--- src/rtl/quadrature_angle_pid_motor_drive_assert.svh ---
// Assertion macros for the quadrature angle PID motor drive.
// Included by the top level; depends on nothing else.
`ifndef QUADRATURE_ANGLE_PID_MOTOR_DRIVE_ASSERT_SVH
`define QUADRATURE_ANGLE_PID_MOTOR_DRIVE_ASSERT_SVH

// Consequent must hold in the same cycle as the antecedent.
`define QAPD_ASSERT_SAME(label, clk, rst, ante, cons, msg) \
  label: assert property (@(posedge clk) disable iff (rst) (ante) |-> (cons)) \
    else $error(msg);

// Consequent must hold in the cycle after the antecedent.
`define QAPD_ASSERT_NEXT(label, clk, rst, ante, cons, msg) \
  label: assert property (@(posedge clk) disable iff (rst) (ante) |=> (cons)) \
    else $error(msg);

`endif

--- src/rtl/qapd_pkg.sv ---
// Shared types, constants and width helpers for the quadrature angle PID motor drive.
// No dependencies; used by qapd_track and the top level.
package qapd_pkg;

  localparam int GAIN_W     = 16;
  localparam int SETPOINT_W = 11;
  localparam int DUTY_W     = 7;
  localparam int DUTY_MAX   = 100;
  localparam int FRAC_BITS  = 8;
  localparam int RECIP_SHIFT = 24;
  localparam int APB_ADDR_W = 4;
  localparam int APB_DATA_W = 32;
  localparam int IN_TDATA_W = 8;

  localparam logic [GAIN_W-1:0] PROP_GAIN_RST  = 16'd3328;
  localparam logic [GAIN_W-1:0] INTEG_GAIN_RST = 16'd1024;
  localparam logic [GAIN_W-1:0] DERIV_GAIN_RST = 16'd256;

  typedef enum logic [1:0] {
    REG_PROP_GAIN  = 2'd0,
    REG_INTEG_GAIN = 2'd1,
    REG_DERIV_GAIN = 2'd2,
    REG_SETPOINT   = 2'd3
  } reg_idx_t;

  // Width of the signed angle count: holds +/-(half + 2) before wrapping.
  function automatic int count_width(input int half);
    return $clog2(half + 3) + 1;
  endfunction

  // Width of the signed error setpoint - count.
  function automatic int err_width(input int cw);
    return ((cw > SETPOINT_W) ? cw : SETPOINT_W) + 1;
  endfunction

endpackage

--- src/rtl/quadrature_angle_pid_motor_drive.sv ---
// Top level of the quadrature angle PID motor drive: APB register file and drive pipeline.
// Depends on qapd_pkg, qapd_track and quadrature_angle_pid_motor_drive_assert.svh.
//
// Usage: each input transaction on s_tvalid/s_tready/s_tdata carries one sample of the
// encoder phases (phase_a in bit 0, phase_b in bit 1). Every accepted sample produces
// exactly one output transaction on m_tvalid/m_tready/m_tdata with the direction pins,
// the PWM duty and the wrapped angle count after that sample.
// Throughput is one sample per clock cycle while the receiver keeps taking results. The
// angle counter and the error window update in the cycle a sample is accepted, so the
// next sample may follow immediately. From acceptance to m_tvalid a result passes the
// stages in order: decoding and the window update, the three gain multipliers, the
// weighted total and its saturation, and the reciprocal multiply that scales the
// magnitude into a duty value.
// Every pipeline stage has its own valid bit, so a stalled receiver only backs up the
// stages that are full; samples keep being taken while bubbles remain. With all four
// stages full, s_tready drops until the receiver takes a result.
// Reset clears the counter, the previous phase levels, the error window and its running
// sum, the pipeline valid bits, and restores the gains (13.0, 4.0, 1.0 in Q8.8) and a
// zero setpoint. Registers are written through APB at byte addresses 0, 4, 8 and 12.
// The user must write them only while the pipeline is idle; the block does not enforce it.
`include "quadrature_angle_pid_motor_drive_assert.svh"

module quadrature_angle_pid_motor_drive #(
  parameter int WINDOW_LEN      = 5,
  parameter int HALF_REV_COUNTS = 800,
  localparam int CW       = qapd_pkg::count_width(HALF_REV_COUNTS),
  localparam int OUT_W    = 2 + qapd_pkg::DUTY_W + CW,
  localparam int OUT_TW   = ((OUT_W + 7) / 8) * 8
) (
  input  logic                              clk,
  input  logic                              rst,
  // Input stream.
  input  logic                              s_tvalid,
  output logic                              s_tready,
  input  logic [qapd_pkg::IN_TDATA_W-1:0]   s_tdata,  // [0] phase_a, [1] phase_b
  // Output stream.
  output logic                              m_tvalid,
  input  logic                              m_tready,
  // [0] drive_fwd, [1] drive_rev, [8:2] duty, next CW bits angle_count, zero fill
  output logic [OUT_TW-1:0]                 m_tdata,
  // Register port.
  input  logic                              psel,
  input  logic                              penable,
  input  logic                              pwrite,
  input  logic [qapd_pkg::APB_ADDR_W-1:0]   paddr,
  input  logic [qapd_pkg::APB_DATA_W-1:0]   pwdata,
  output logic [qapd_pkg::APB_DATA_W-1:0]   prdata,
  output logic                              pready
);

  localparam int EW   = qapd_pkg::err_width(CW);
  localparam int SW   = EW + $clog2(WINDOW_LEN);
  localparam int GW1  = qapd_pkg::GAIN_W + 1;
  localparam int PW   = GW1 + EW;
  localparam int DW   = GW1 + EW + 1;
  localparam int IW   = GW1 + SW;
  localparam int TW   = GW1 + EW + $clog2(WINDOW_LEN) + 4;
  localparam int MW   = TW - qapd_pkg::FRAC_BITS;
  localparam int QMAX = (qapd_pkg::DUTY_MAX + 1) * WINDOW_LEN - 1;
  localparam int QW   = $clog2(QMAX + 1);
  localparam int RECIP_VAL = ((2 ** qapd_pkg::RECIP_SHIFT) + WINDOW_LEN - 1) / WINDOW_LEN;
  localparam int RW   = qapd_pkg::RECIP_SHIFT + 1;
  localparam logic [RW-1:0]          RECIP  = RW'(RECIP_VAL);
  localparam logic signed [TW-1:0]   WL_S   = TW'(WINDOW_LEN);
  localparam logic signed [CW-1:0]   HALF_S = CW'(HALF_REV_COUNTS);

  // ---------------------------------------------------------------------------
  // Register file. Writes land on the access phase; reads are combinational.
  // ---------------------------------------------------------------------------
  logic [qapd_pkg::GAIN_W-1:0]          prop_gain;
  logic [qapd_pkg::GAIN_W-1:0]          integ_gain;
  logic [qapd_pkg::GAIN_W-1:0]          deriv_gain;
  logic signed [qapd_pkg::SETPOINT_W-1:0] setpoint;
  qapd_pkg::reg_idx_t                   reg_idx;
  logic                                 reg_write;

  assign pready    = 1'b1;
  assign reg_idx   = qapd_pkg::reg_idx_t'(paddr[3:2]);
  assign reg_write = psel && penable && pwrite && pready;

  always_ff @(posedge clk) begin
    if (rst) begin
      prop_gain  <= qapd_pkg::PROP_GAIN_RST;
      integ_gain <= qapd_pkg::INTEG_GAIN_RST;
      deriv_gain <= qapd_pkg::DERIV_GAIN_RST;
      setpoint   <= '0;
    end else if (reg_write) begin
      unique case (reg_idx)
        qapd_pkg::REG_PROP_GAIN:  prop_gain  <= pwdata[qapd_pkg::GAIN_W-1:0];
        qapd_pkg::REG_INTEG_GAIN: integ_gain <= pwdata[qapd_pkg::GAIN_W-1:0];
        qapd_pkg::REG_DERIV_GAIN: deriv_gain <= pwdata[qapd_pkg::GAIN_W-1:0];
        qapd_pkg::REG_SETPOINT:   setpoint   <= pwdata[qapd_pkg::SETPOINT_W-1:0];
        default: ;
      endcase
    end
  end

  always_comb begin
    unique case (reg_idx)
      qapd_pkg::REG_PROP_GAIN:  prdata = qapd_pkg::APB_DATA_W'(prop_gain);
      qapd_pkg::REG_INTEG_GAIN: prdata = qapd_pkg::APB_DATA_W'(integ_gain);
      qapd_pkg::REG_DERIV_GAIN: prdata = qapd_pkg::APB_DATA_W'(deriv_gain);
      qapd_pkg::REG_SETPOINT:   prdata = qapd_pkg::APB_DATA_W'(setpoint);
      default:                  prdata = '0;
    endcase
  end

  // ---------------------------------------------------------------------------
  // Pipeline flow control: a stage may load when it is empty or its
  // successor is loading too.
  // ---------------------------------------------------------------------------
  logic v1, v2, v3;
  logic rdy1, rdy2, rdy3, rdy_o;
  logic accept;

  assign rdy_o    = !m_tvalid || m_tready;
  assign rdy3     = !v3 || rdy_o;
  assign rdy2     = !v2 || rdy3;
  assign rdy1     = !v1 || rdy2;
  assign s_tready = rdy1;
  assign accept   = s_tvalid && s_tready;

  always_ff @(posedge clk) begin
    if (rst) begin
      v1       <= 1'b0;
      v2       <= 1'b0;
      v3       <= 1'b0;
      m_tvalid <= 1'b0;
    end else begin
      if (rdy1)  v1       <= s_tvalid;
      if (rdy2)  v2       <= v1;
      if (rdy3)  v3       <= v2;
      if (rdy_o) m_tvalid <= v3;
    end
  end

  // ---------------------------------------------------------------------------
  // Stage 1: decoder, counter and error window (state updates on acceptance).
  // ---------------------------------------------------------------------------
  logic signed [CW-1:0] trk_count;
  logic signed [EW-1:0] trk_err;
  logic signed [EW:0]   trk_diff;
  logic signed [SW-1:0] trk_sum;

  qapd_track #(
    .WINDOW_LEN      (WINDOW_LEN),
    .HALF_REV_COUNTS (HALF_REV_COUNTS)
  ) u_track (
    .clk        (clk),
    .rst        (rst),
    .accept     (accept),
    .phase_a    (s_tdata[0]),
    .phase_b    (s_tdata[1]),
    .setpoint   (setpoint),
    .count_next (trk_count),
    .err        (trk_err),
    .diff       (trk_diff),
    .sum_next   (trk_sum)
  );

  logic signed [CW-1:0] s1_count;
  logic signed [EW-1:0] s1_err;
  logic signed [EW:0]   s1_diff;
  logic signed [SW-1:0] s1_sum;

  always_ff @(posedge clk) begin
    if (accept) begin
      s1_count <= trk_count;
      s1_err   <= trk_err;
      s1_diff  <= trk_diff;
      s1_sum   <= trk_sum;
    end
  end

  // ---------------------------------------------------------------------------
  // Stage 2: the three gain products. Gains are unsigned, so they get a zero
  // sign bit before the signed multiply.
  // ---------------------------------------------------------------------------
  logic signed [GW1-1:0] kp_s, ki_s, kd_s;
  logic signed [PW-1:0]  p_next;
  logic signed [DW-1:0]  d_next;
  logic signed [IW-1:0]  i_next;
  logic signed [PW-1:0]  s2_p;
  logic signed [DW-1:0]  s2_d;
  logic signed [IW-1:0]  s2_i;
  logic signed [CW-1:0]  s2_count;

  assign kp_s   = {1'b0, prop_gain};
  assign ki_s   = {1'b0, integ_gain};
  assign kd_s   = {1'b0, deriv_gain};
  assign p_next = kp_s * s1_err;
  assign d_next = kd_s * s1_diff;
  assign i_next = ki_s * s1_sum;

  always_ff @(posedge clk) begin
    if (rdy2 && v1) begin
      s2_p     <= p_next;
      s2_d     <= d_next;
      s2_i     <= i_next;
      s2_count <= s1_count;
    end
  end

  // ---------------------------------------------------------------------------
  // Stage 3: total in units of 1/(256*WINDOW_LEN), its sign, and the magnitude
  // with the fraction dropped, clamped so the final quotient never exceeds 100.
  // ---------------------------------------------------------------------------
  logic signed [TW-1:0] pd_sum;
  logic signed [TW-1:0] total;
  logic [TW-1:0]        mag;
  logic [MW-1:0]        q_full;
  logic [QW-1:0]        q_sat;
  logic                 s3_fwd, s3_rev;
  logic [QW-1:0]        s3_q;
  logic signed [CW-1:0] s3_count;

  always_comb begin
    pd_sum = TW'(s2_p) + TW'(s2_d);
    total  = pd_sum * WL_S + TW'(s2_i);
    mag    = total[TW-1] ? TW'(-total) : TW'(total);
    q_full = mag[TW-1:qapd_pkg::FRAC_BITS];
    q_sat  = (q_full > MW'(QMAX)) ? QW'(QMAX) : q_full[QW-1:0];
  end

  always_ff @(posedge clk) begin
    if (rdy3 && v2) begin
      s3_fwd   <= !total[TW-1] && (total != '0);
      s3_rev   <= total[TW-1];
      s3_q     <= q_sat;
      s3_count <= s2_count;
    end
  end

  // ---------------------------------------------------------------------------
  // Stage 4: divide by WINDOW_LEN through a rounded-up reciprocal; exact for
  // every clamped magnitude, so no correction step follows.
  // ---------------------------------------------------------------------------
  logic [QW+RW-1:0]              q_prod;
  logic                          o_fwd, o_rev;
  logic [qapd_pkg::DUTY_W-1:0]   o_duty;
  logic signed [CW-1:0]          o_count;

  assign q_prod = (QW+RW)'(s3_q) * (QW+RW)'(RECIP);

  always_ff @(posedge clk) begin
    if (rdy_o && v3) begin
      o_fwd   <= s3_fwd;
      o_rev   <= s3_rev;
      o_duty  <= q_prod[qapd_pkg::RECIP_SHIFT +: qapd_pkg::DUTY_W];
      o_count <= s3_count;
    end
  end

  assign m_tdata = OUT_TW'({o_count, o_duty, o_rev, o_fwd});

  // ---------------------------------------------------------------------------
  // Assertions.
  // ---------------------------------------------------------------------------
  `QAPD_ASSERT_SAME(a_duty_dir, clk, rst, m_tvalid, (o_duty <= qapd_pkg::DUTY_W'(qapd_pkg::DUTY_MAX)) && !(o_fwd && o_rev), "duty above limit or both direction pins set")
  `QAPD_ASSERT_SAME(a_zero_drive, clk, rst, m_tvalid && !o_fwd && !o_rev, o_duty == '0, "zero drive with nonzero duty")
  `QAPD_ASSERT_SAME(a_count_range, clk, rst, v1, (s1_count <= HALF_S) && (s1_count >= -HALF_S), "angle count outside the wrap range")
  `QAPD_ASSERT_NEXT(a_accept_fills, clk, rst, accept, v1, "accepted sample did not enter the pipeline")

endmodule

--- src/rtl/qapd_track.sv ---
// Quadrature decoder, wrapped angle counter and shifting error window with a running sum.
// Depends on qapd_pkg for width helpers.
module qapd_track #(
  parameter int WINDOW_LEN      = 5,
  parameter int HALF_REV_COUNTS = 800,
  localparam int CW = qapd_pkg::count_width(HALF_REV_COUNTS),
  localparam int EW = qapd_pkg::err_width(CW),
  localparam int SW = EW + $clog2(WINDOW_LEN)
) (
  input  logic                                  clk,
  input  logic                                  rst,
  input  logic                                  accept,
  input  logic                                  phase_a,
  input  logic                                  phase_b,
  input  logic signed [qapd_pkg::SETPOINT_W-1:0] setpoint,
  output logic signed [CW-1:0]                  count_next,
  output logic signed [EW-1:0]                  err,
  output logic signed [EW:0]                    diff,
  output logic signed [SW-1:0]                  sum_next
);

  localparam logic signed [CW:0] HALF = (CW+1)'(HALF_REV_COUNTS);
  localparam logic signed [CW:0] FULL = (CW+1)'(2 * HALF_REV_COUNTS);

  logic signed [CW-1:0] count;
  logic                 prev_a;
  logic                 prev_b;
  logic signed [EW-1:0] win [WINDOW_LEN];
  logic signed [SW-1:0] sum;

  logic signed [CW:0] step_a;
  logic signed [CW:0] step_b;
  logic signed [CW:0] raw;
  logic signed [CW:0] wrapped;
  logic               shift;

  always_comb begin
    step_a = '0;
    if (phase_a != prev_a) begin
      step_a = (phase_b != phase_a) ? (CW+1)'(1) : -(CW+1)'(1);
    end
    step_b = '0;
    if (phase_b != prev_b) begin
      step_b = (phase_a == phase_b) ? (CW+1)'(1) : -(CW+1)'(1);
    end
    raw = (CW+1)'(count) + step_a + step_b;
    if (raw > HALF) begin
      wrapped = raw - FULL;
    end else if (raw < -HALF) begin
      wrapped = raw + FULL;
    end else begin
      wrapped = raw;
    end
    count_next = wrapped[CW-1:0];
    err        = EW'(setpoint) - EW'(count_next);
    // The window only moves when the error differs from its second-to-last entry;
    // otherwise the derivative term is zero.
    shift      = (err != win[WINDOW_LEN-2]);
    diff       = shift ? ((EW+1)'(err) - (EW+1)'(win[WINDOW_LEN-1])) : '0;
    sum_next   = shift ? (sum - SW'(win[0]) + SW'(err)) : sum;
  end

  always_ff @(posedge clk) begin
    if (rst) begin
      count  <= '0;
      prev_a <= 1'b0;
      prev_b <= 1'b0;
      sum    <= '0;
      for (int i = 0; i < WINDOW_LEN; i++) begin
        win[i] <= '0;
      end
    end else if (accept) begin
      count  <= count_next;
      prev_a <= phase_a;
      prev_b <= phase_b;
      if (shift) begin
        sum <= sum_next;
        for (int i = 0; i < WINDOW_LEN - 1; i++) begin
          win[i] <= win[i+1];
        end
        win[WINDOW_LEN-1] <= err;
      end
    end
  end

endmodule
--- config.mk ---
export PLATFORM = sky130hd
export DESIGN_NAME = quadrature_angle_pid_motor_drive
export DESIGN_NICKNAME = d
export VERILOG_FILES = /design/src/rtl/qapd_pkg.sv /design/src/rtl/quadrature_angle_pid_motor_drive.sv /design/src/rtl/qapd_track.sv
export VERILOG_INCLUDE_DIRS = /design/src /design/src/rtl
export SDC_FILE = /design/constraint.sdc
export NUM_CORES = 2
export LEC_CHECK = 0
export ABC_CLOCK_PERIOD_IN_PS = 13360
export BUFFER_PORTS_ARGS = -buffer_cell sky130_fd_sc_hd__buf_2
export CORE_MARGIN = 2
export CORE_UTILIZATION = 51
export DETAILED_ROUTE_END_ITERATION = 8
export PLACE_DENSITY = 0.67
export RECOVER_POWER = 50
export SETUP_SLACK_MARGIN = 0.3
export SLEW_MARGIN = 10
export SYNTH_ARGS = -nofsm -noshare
export SYNTH_HDL_FRONTEND = slang
export SYNTH_SLANG_ARGS = --single-unit
--- constraint.sdc ---
create_clock -name clk -period 13.36 [get_ports clk]
set_input_delay 0.668 -clock clk [delete_from_list [all_inputs] [get_ports clk]]
set_output_delay 0.668 -clock clk [all_outputs]
set_load 0.01 [all_outputs]
==> results.sh <==
export IMPL_outcome="finished with violations"
export IMPL_violations="capacitance limit, slew limit"
export IMPL_yosys_area_share_simple_pct=16.1
export IMPL_netlist_instances=4554
export IMPL_clockBufferDepth=3
export IMPL_criticalPathCategory="flip-flop to flip-flop"
export IMPL_grt_pass1_wl_um=163000
export IMPL_hold_end="v1"
export IMPL_ys_flop_type="edfxtp_1"
export IMPL_synth_edff_count=255
export IMPL_hold_violations=0
export IMPL_rows=106
export IMPL_synth_top_family_by_area="adder cells"
export IMPL_clock_skew_ns=0.0314
export IMPL_layout_min_cycle_time_ns=8.94
export IMPL_final_setup_viol_count=0
export IMPL_layout_drive_gt1_share_pct=4.31
export IMPL_max_stage_delay_ns=0.73
export IMPL_antenna_found_initial=3
export IMPL_dp_hpwl_um=80900
export IMPL_grt_ovfl_total=0
export IMPL_yosysTopAreaCell="fa_1"
export IMPL_die_y_um=295
export IMPL_io_buffers=80
export IMPL_yosysUniqueCellTypes=86
export IMPL_finish_utilization_pct=54.7
export IMPL_yosys_warnings=0
export IMPL_slew_viol_final=258
export IMPL_area_delta_synth_final_pct=5.77
export IMPL_clkTransAtPathRegs_ns=0.06
export IMPL_synth_compound_area_share_pct=8.31
export IMPL_postSynthAreaPerCell_sq_um=9.51
export IMPL_crit_fanout=10
export IMPL_root_buffer="clkbuf_16"
export IMPL_start_util_pct=51.7
export IMPL_die_area_sq_um=87300
export IMPL_cts_tree="yes"
export IMPL_cts_setup_buffers=0
export IMPL_routedWlPerCell_um=17.6
export IMPL_synth_ff_latch_count=346
export IMPL_antenna_left=0
export IMPL_grt_pass1_vias=31499
export IMPL_finalCritPeriodShare_pct=66.9
export IMPL_cts_max_level=2
export IMPL_place_congestion=0.858
export IMPL_arrival_ns=9.24
export IMPL_r2r_end="s1_sum[14]"
export IMPL_cap_violations=7
export IMPL_cts_buffers=41
export IMPL_layout_commonest_cell="inv_1"
export IMPL_rsz0062_at_grt="false"
export IMPL_first_iter_violations=2020
export IMPL_min_path_type="input pin to flip-flop"
export IMPL_timing_hold_ws_ns=0.337
export IMPL_finalWorstSetupSlack_ns=4.42
export IMPL_num_io_pins=110
export IMPL_slowest_stage="a21oi_1"
export IMPL_grt_total_usage_pct=23.5
export IMPL_layout_nets=5626
export IMPL_rrSetupSlack_ns=4.42
export IMPL_synth_async_sr_flop_share_pct=0
export IMPL_num_fill_cells=7589
export IMPL_end_kind="flip-flop"
export IMPL_vias=30856
export IMPL_synth_xor_area_share_pct=3.95
export IMPL_clock_sinks=346
export IMPL_rr_worst_depth=35
export IMPL_pre_cts_ws_ns=4.26
export IMPL_core_sq_um=83800
export IMPL_first_pass_iters=5
export IMPL_drc=0
export IMPL_min_from="s_tvalid"
export IMPL_postCtsHoldBufs=0
export IMPL_clkLatencyLatePin_ns=0.59
export IMPL_cp_start_kind="flip-flop"
export IMPL_antenna_cells=0
export IMPL_hold_depth=3
export IMPL_grt_max_degree=68
export IMPL_syn_cell_area_sq_um=43300
export IMPL_worst_slew_pin_slew_ns=3.35
export IMPL_ys_top_cells_by_area="fa_1, edfxtp_1, ha_1"
export IMPL_routed_wirelength_um=99900
export IMPL_clock_fmax_ghz=0.112
export IMPL_setup_tns_ns=0
export IMPL_ys_seq_area_share_pct=21.9
export IMPL_die_w_um=295
export IMPL_relSlewSlack_pct=-123
export IMPL_synth_fa_ha_area_share_pct=40.1
export IMPL_synth_top_area_share_pct=25.3
export IMPL_synth_mux_area_share_pct=1.38
export IMPL_layout_common_cells="inv_1, nand2_1, fa_1"
export IMPL_crit_required_ns=13.66
export IMPL_vias_per_cell=5.43
export IMPL_r2r_start="u_track.prev_b"
export IMPL_cts_resized=0
[how the worst max path moves through the flow]
stage / from / endpoint / slack (ns) / cells past startpoint
6_report: u_track.prev_b / s1_sum[14] / 4.42 / 35
5_1_grt: u_track.prev_b / s1_sum[14] / 3.89 / 35
4_1_cts: u_track.prev_b / s1_sum[14] / 4.52 / 35
3_5_place_dp: s_tdata[0] / s1_sum[14] / 4.26 / 36
3_3_place_gp: s_tdata[0] / s1_sum[14] / 4.34 / 36
2_1_floorplan: s_tdata[1] / u_track.win[0][0] / 2.37 / 33
[stage by stage]
step	cell area, sq um	instances
6_report	45800	5678
5_1_grt	45800	5678
4_1_cts	45900	5678
3_5_place_dp	44500	5605
3_3_place_gp	44500	5605
2_1_floorplan	43300	4557
[synth_stat cells, types with 88 or more instances]
| cell type | count |
|---|---|
| inv_1 | 736 |
| nand2_1 | 625 |
| fa_1 | 547 |
| ha_1 | 514 |
| and2_1 | 304 |
| edfxtp_1 | 255 |
| a21oi_1 | 204 |
| clkbuf_1 | 155 |
| nor2_1 | 144 |
| xnor2_1 | 129 |
| dfxtp_1 | 91 |
| o21ai_0 | 88 |
[critical path, delay by kind of cell, from the launching register on]
| kind | cells | cell delay (ns) |
|---|---|---|
| buf+inv | 2 | 0.25 |
| xor+xnor | 3 | 0.87 |
| fa+ha+maj | 7 | 2.37 |
| flops | 1 | 0.42 |
| simple gates | 10 | 1.34 |
| mux | 1 | 0.36 |
| compound gates | 12 | 3.06 |
[kinds of logic (layout without fill, tap and decap cells)]
group	Yosys count	count (layout)
adders and majority gates	1061	1061
other	2	5
buffers and inverters	925	912
AOI/OAI and AO/OA	560	560
DFF	346	346
and+or+nand+nor	1430	1430
muxes	38	38
xor gates and xnor gates	192	192
[final cells by class]
class / instances / area, sq um / area share [%]
Clock buffer: 51 / 1080 / 2.37
Tap cell: 1134 / 1420 / 3.10
Clock inverter: 22 / 260 / 0.568
Multi-Input combinational cell: 3286 / 30300 / 66.2
Timing Repair Buffer: 102 / 499 / 1.09
Sequential cell: 346 / 9480 / 20.7
Inverter: 737 / 2770 / 6.04
[flip-flops by register name, indices dropped and copies added (netlist names), 12 cells and up]
register and count:
s1_err 12, prop_gain 16, s2_p 29, s1_sum 15
u_track.win 60, s1_diff 13, s2_i 32, s2_d 30
deriv_gain 16, u_track.sum 15, integ_gain 16
[routing by layer]
layer	GRT usage, %	up-vias	wire (um)
met5	0	-	0
met4	5.94	0	2430
met2	39.6	765	47000
li1	-	14671	-
met3	2.94	141	5780
met1	32.3	15279	44700
Power is not shown: default switching activity piles up to over one toggle a cycle in this logic, so the estimate is an artifact.
